[config.mk]
export PLATFORM = sky130hd
export DESIGN_NAME = mts_chain
export DESIGN_NICKNAME = d
export VERILOG_FILES = /design/src/mts_pkg.sv /design/src/mts_cell.sv /design/src/mts_chain.sv
export SDC_FILE = /design/constraint.sdc
export NUM_CORES = 2
export LEC_CHECK = 0
export ABC_AREA = 1
export BUFFER_PORTS_ARGS = -buffer_cell sky130_fd_sc_hd__buf_2
export CAP_MARGIN = 20
export CORE_ASPECT_RATIO = 2
export CORE_MARGIN = 2
export CORE_UTILIZATION = 40
export DETAILED_ROUTE_END_ITERATION = 16
export GPL_TIMING_DRIVEN = 0
export PLACE_DENSITY_LB_ADDON = 0.05
export SLEW_MARGIN = 20
export SYNTH_ARGS = -nofsm -noshare
export SYNTH_HDL_FRONTEND = slang
export SYNTH_HIERARCHICAL = 1
export SYNTH_SLANG_ARGS = --single-unit
[constraint.sdc]
create_clock -name clk -period 1.4 [get_ports clk]
set_input_delay 0.14 -clock clk [delete_from_list [all_inputs] [get_ports clk]]
set_output_delay 0.14 -clock clk [all_outputs]
set_load 0.03 [all_outputs]
[src/mts_pkg.sv]
`default_nettype none

package mts_pkg;

    localparam int STACK_DEPTH = 64;
    localparam int DATA_W      = 32;
    localparam int CNT_W       = $clog2(STACK_DEPTH + 1);

    localparam logic [DATA_W-1:0] EMPTY_WORD = {DATA_W{1'b1}};

    localparam logic KIND_PUSH = 1'b0;
    localparam logic KIND_POP  = 1'b1;

    typedef struct packed {
        logic push;
        logic pop;
    } shift_ctrl_t;

endpackage

`default_nettype wire

[src/mts_cell.sv]
`default_nettype none

module mts_cell
    import mts_pkg::*;
(
    input  wire logic               clk,
    input  wire shift_ctrl_t        ctrl,
    input  wire logic [DATA_W-1:0]  from_up,
    input  wire logic [DATA_W-1:0]  from_down,
    output logic      [DATA_W-1:0]  data
);

    logic [DATA_W-1:0] data_reg;
    logic [DATA_W-1:0] data_next;

    always_comb
    begin
        data_next = data_reg;
        if (ctrl.push)
        begin
            data_next = from_up;
        end
        else if (ctrl.pop)
        begin
            data_next = from_down;
        end
    end

    always_ff @(posedge clk)
    begin
        data_reg <= data_next;
    end

    assign data = data_reg;

endmodule

`default_nettype wire

[src/mts_chain.sv]
`default_nettype none

module mts_chain
    import mts_pkg::*;
(
    input  wire logic               clk,
    input  wire shift_ctrl_t        ctrl,
    input  wire logic [DATA_W-1:0]  push_data,
    output logic      [DATA_W-1:0]  head
);

    logic [DATA_W-1:0] cell_data [STACK_DEPTH];

    // cell 0 is the top of stack; push shifts away from it, pop towards it
    for (genvar i = 0; i < STACK_DEPTH; i++)
    begin : g_cell
        logic [DATA_W-1:0] up_data;
        logic [DATA_W-1:0] down_data;

        if (i == 0)
        begin : g_first
            assign up_data = push_data;
        end
        else
        begin : g_mid
            assign up_data = cell_data[i-1];
        end

        if (i == STACK_DEPTH - 1)
        begin : g_last
            assign down_data = cell_data[i];
        end
        else
        begin : g_inner
            assign down_data = cell_data[i+1];
        end

        mts_cell u_cell (
            .clk       (clk),
            .ctrl      (ctrl),
            .from_up   (up_data),
            .from_down (down_data),
            .data      (cell_data[i])
        );
    end

    assign head = cell_data[0];

endmodule

`default_nettype wire

==> metrics.md <==
| Metric | Value |
|---|---|
| RSZ-0062 raised after global routing | `yes` |
| Gpl congestion | `0.855` |
| Syn-to-layout area delta | `13.3%` |
| I/O pins | `67` |
| Die W | `339 µm` |
| Relative slew margins | `28.3%` |
| Violated checks | `negative setup slack` |
| Residual DRC count | `0` |
| Share of layout cells above drive strength 1 | `under 10%` |
| Share of the yosys chip area belonging to registers | `68.6%` |
| Remaining antenna violation count after routing | `0` |
| Synthesized area per cell | `10.2 µm²` |
| DR vias | `60100` |
| # rows | `245` |
| Status | `finished with violations` |
| Final wirelength | `around 260000 µm` |
| Slew Limit Fails | `0` |
| Worst path max stage delay | `0.43 ns` |
| Post-Syn Nets | `8803` |
| Worst Path Required | `1.26 ns` |
| Max Cap Violations | `0` |
| DR WL/cell | `21.4 µm` |
| Nets@finish | `9241` |
| Initial core utilization | `40.2%` |
| Die area | `228000 µm²` |
| Die height | `around 670 µm` |
| Core area | `223000 µm²` |
| Final setup viols | `33` |
| Via-to-Cell Ratio | `4.88` |
| Period minus WS final | `1.60 ns` |
| Port bufs | `65` |
| Initial antenna violation count | `1` |
| CTS tree | `yes` |
| Max FFs per register | `2048` |
| DRT iter0 DRCs | `roughly 3300` |
| Crit end category | `primary output` |
| Hold_sp | `ctrl[1]` |
| Clk buf depth | `4` |
| Crit path max-delay cell type | `edfxtp_1` |
| Fillers | `approximately 22000` |
| Worst Hold Class | `in -> reg` |
| Mapped Area | `89700 µm²` |
| Power after layout | `152 mW` |
| Crit-path max FO | `2` |
| Fmax | `625 MHz` |
| All-Layer GR Usage | `22.7%` |
| Multi-input logic area | `23500 µm²` |
| Worst-Skew Late Latency | `0.85 ns` |
| Vias in the first global route | `66100` |
| WP data arrival | `1.46 ns` |
| CTS Root Cell | `clkbuf_16` |
| Critical path's top delay family | `flip-flops` |
| First-pass iteration count of the detailed router | `6` |
| Synth Warn # | `6` |
| FF+latch count, synth | `2048` |
| Dpl cell area | `93700 µm²` |
| Worst hold margin | `0.0541 ns` |
| CP bufs+invs | `1` |
| Critical path startpoint category | `flop` |
| Largest net degree at the start of global routing | `57` |
| Total CTS buffers | `200` |
| Post-synth cell types | `6` |
| Clock skew | `between 0.04 and 0.05 ns` |
| CP Cell Sequence | `buf_6` |
| Clock transition at path regs | `0.07 ns` |
| Utilization after layout | `45.6%` |
| Total gr overflow | `0` |
| Clock Sinks | `2048` |
| Final-report hold violation count | `0` |
| Worst flop-to-flop path startpoint | `g_cell[1].u_cell/data[22]` |
| Fin area | `102000 µm²` |
| Max rail drop VDD | `1.08 mV` |
| Global-route wire length before repair | `roughly 400000 µm` |
| Lkg Pwr | `46.2 nW` |
| H-tree depth | `4` |
| Final setup margin | `-0.200 ns` |
| Sequential cell area | `61500 µm²` |
| Mapped Cells | `8768` |
| Worst slew pin tran | `between 1 and 1.5 ns` |
| Power per cell area | `1500 nW/µm²` |
| DP HPWL | `between 200000 and 250000 µm` |
| CP startpoint | `g_cell[0].u_cell/data[11]` |
| CP Class | `reg -> out` |
| Tcrit/Tclk final | `114%` |
-- per-stage QoR --
stage          instances  setup slack [ns]  setup TNS [ns]
2_1_floorplan       8768             0.300               0
3_3_place_gp       11800             -1.44        -2708.44
3_5_place_dp       11800            -0.844        -1214.83
4_1_cts            12300            -0.255           -7.24
5_1_grt            12300            -0.247           -6.88
6_report           12300            -0.200           -5.06
-- cell families (layout without fill, tap and decap cells) --
group,count (synthesis),after routing,synth area share [%]
other,0,1,0
DFF,2048,2048,68.6
buffers and inverters,512,1094,5.27
and+or+nand+nor,6208,6208,26.2
-- area by class of cell --
| type | instances | share of cell area (%) |
|---|---|---|
| sequential | 2048 | 60.5 |
| multi-input combinational | 6208 | 23.1 |
| clock buffer | 247 | 5.18 |
| buffer | 448 | 4.26 |
| tap | 2964 | 3.65 |
| timing repair buffer | 236 | 2.18 |
| clock inverter | 99 | 0.697 |
| inverter | 64 | 0.394 |
| antenna | 1 | 0.00246 |
-- cells in the mapped netlist, drive strengths merged --
cell       n  area share, %
buf      448            4.8
edfxtp  2048             69
inv       64           0.45
nand2   6144             26
or2       64           0.45
-- final timing paths --
kind | to | slack [ns] | cells after the start
max reg2reg | g_cell[0].u_cell/data[22] | 0.05 | 3
min reg2reg | g_cell[62].u_cell/data[7] | 0.51 | 2
min | g_cell[60].u_cell/data[3] | 0.05 | 5
max | head[11] | -0.20 | 1
-- worst reg2reg max path, delay by kind of cell (launching register included) --
| family | cells | cell delay (ns) |
|---|---|---|
| flops | 1 | 0.39 |
| simple gates | 2 | 0.14 |
| buf+inv | 1 | 0.55 |
-- repair_timing --
| item | CTS | global route |
|---|---|---|
| setup buffers | 12 | 7 |
| hold buffers | 170 | 2 |
| gates cloned | 0 | 0 |
| hold endpoints to repair | 2041 | 2 |
| pin swaps | 0 | 2 |
| endpoints found under the setup margin | 32 | 54 |
| resized for setup | 64 | 1 |
-- placed cells by master, fill, tap and decap left out --
cell type      instances
dlygate4sd3_1        150
clkinvlp_4             2
clkinv_4               1
clkinv_8               1
clkbuf_16            204
buf_4                212
diode_2                1
nand2_1             6144
clkbuf_1              43
edfxtp_1            2048
or2_2                 63
inv_6                  1
clkinv_1              49
buf_12                 2
bufinv_16             10
clkinv_2              35
inv_4                 64
or2_4                  1
buf_2                 32
buf_6                288
-- per-layer routing --
layer  up-vias  GRT usage (%)  share of wire [%]  wire, µm
met1     29600           17.8                 29     76800
met3       531           2.08                2.1      5540
met4         0           11.0                5.3     13800
li1      29000              -                  -         -
met5         -              0                  0         0
met2       961           51.7                 63    167000
-- power breakdown --
| group | internal, mW | leakage [nW] | switching (mW) |
|---|---|---|---|
| Sequential | 78.7 | 21.7 | 5.97 |
| Clock | 28.4 | 2.94 | 23.7 |
| Combinational | 5.46 | 21.6 | 9.82 |
| Total | 113 | 46.2 | 39.5 |
Power figures use the tool's default switching activity.
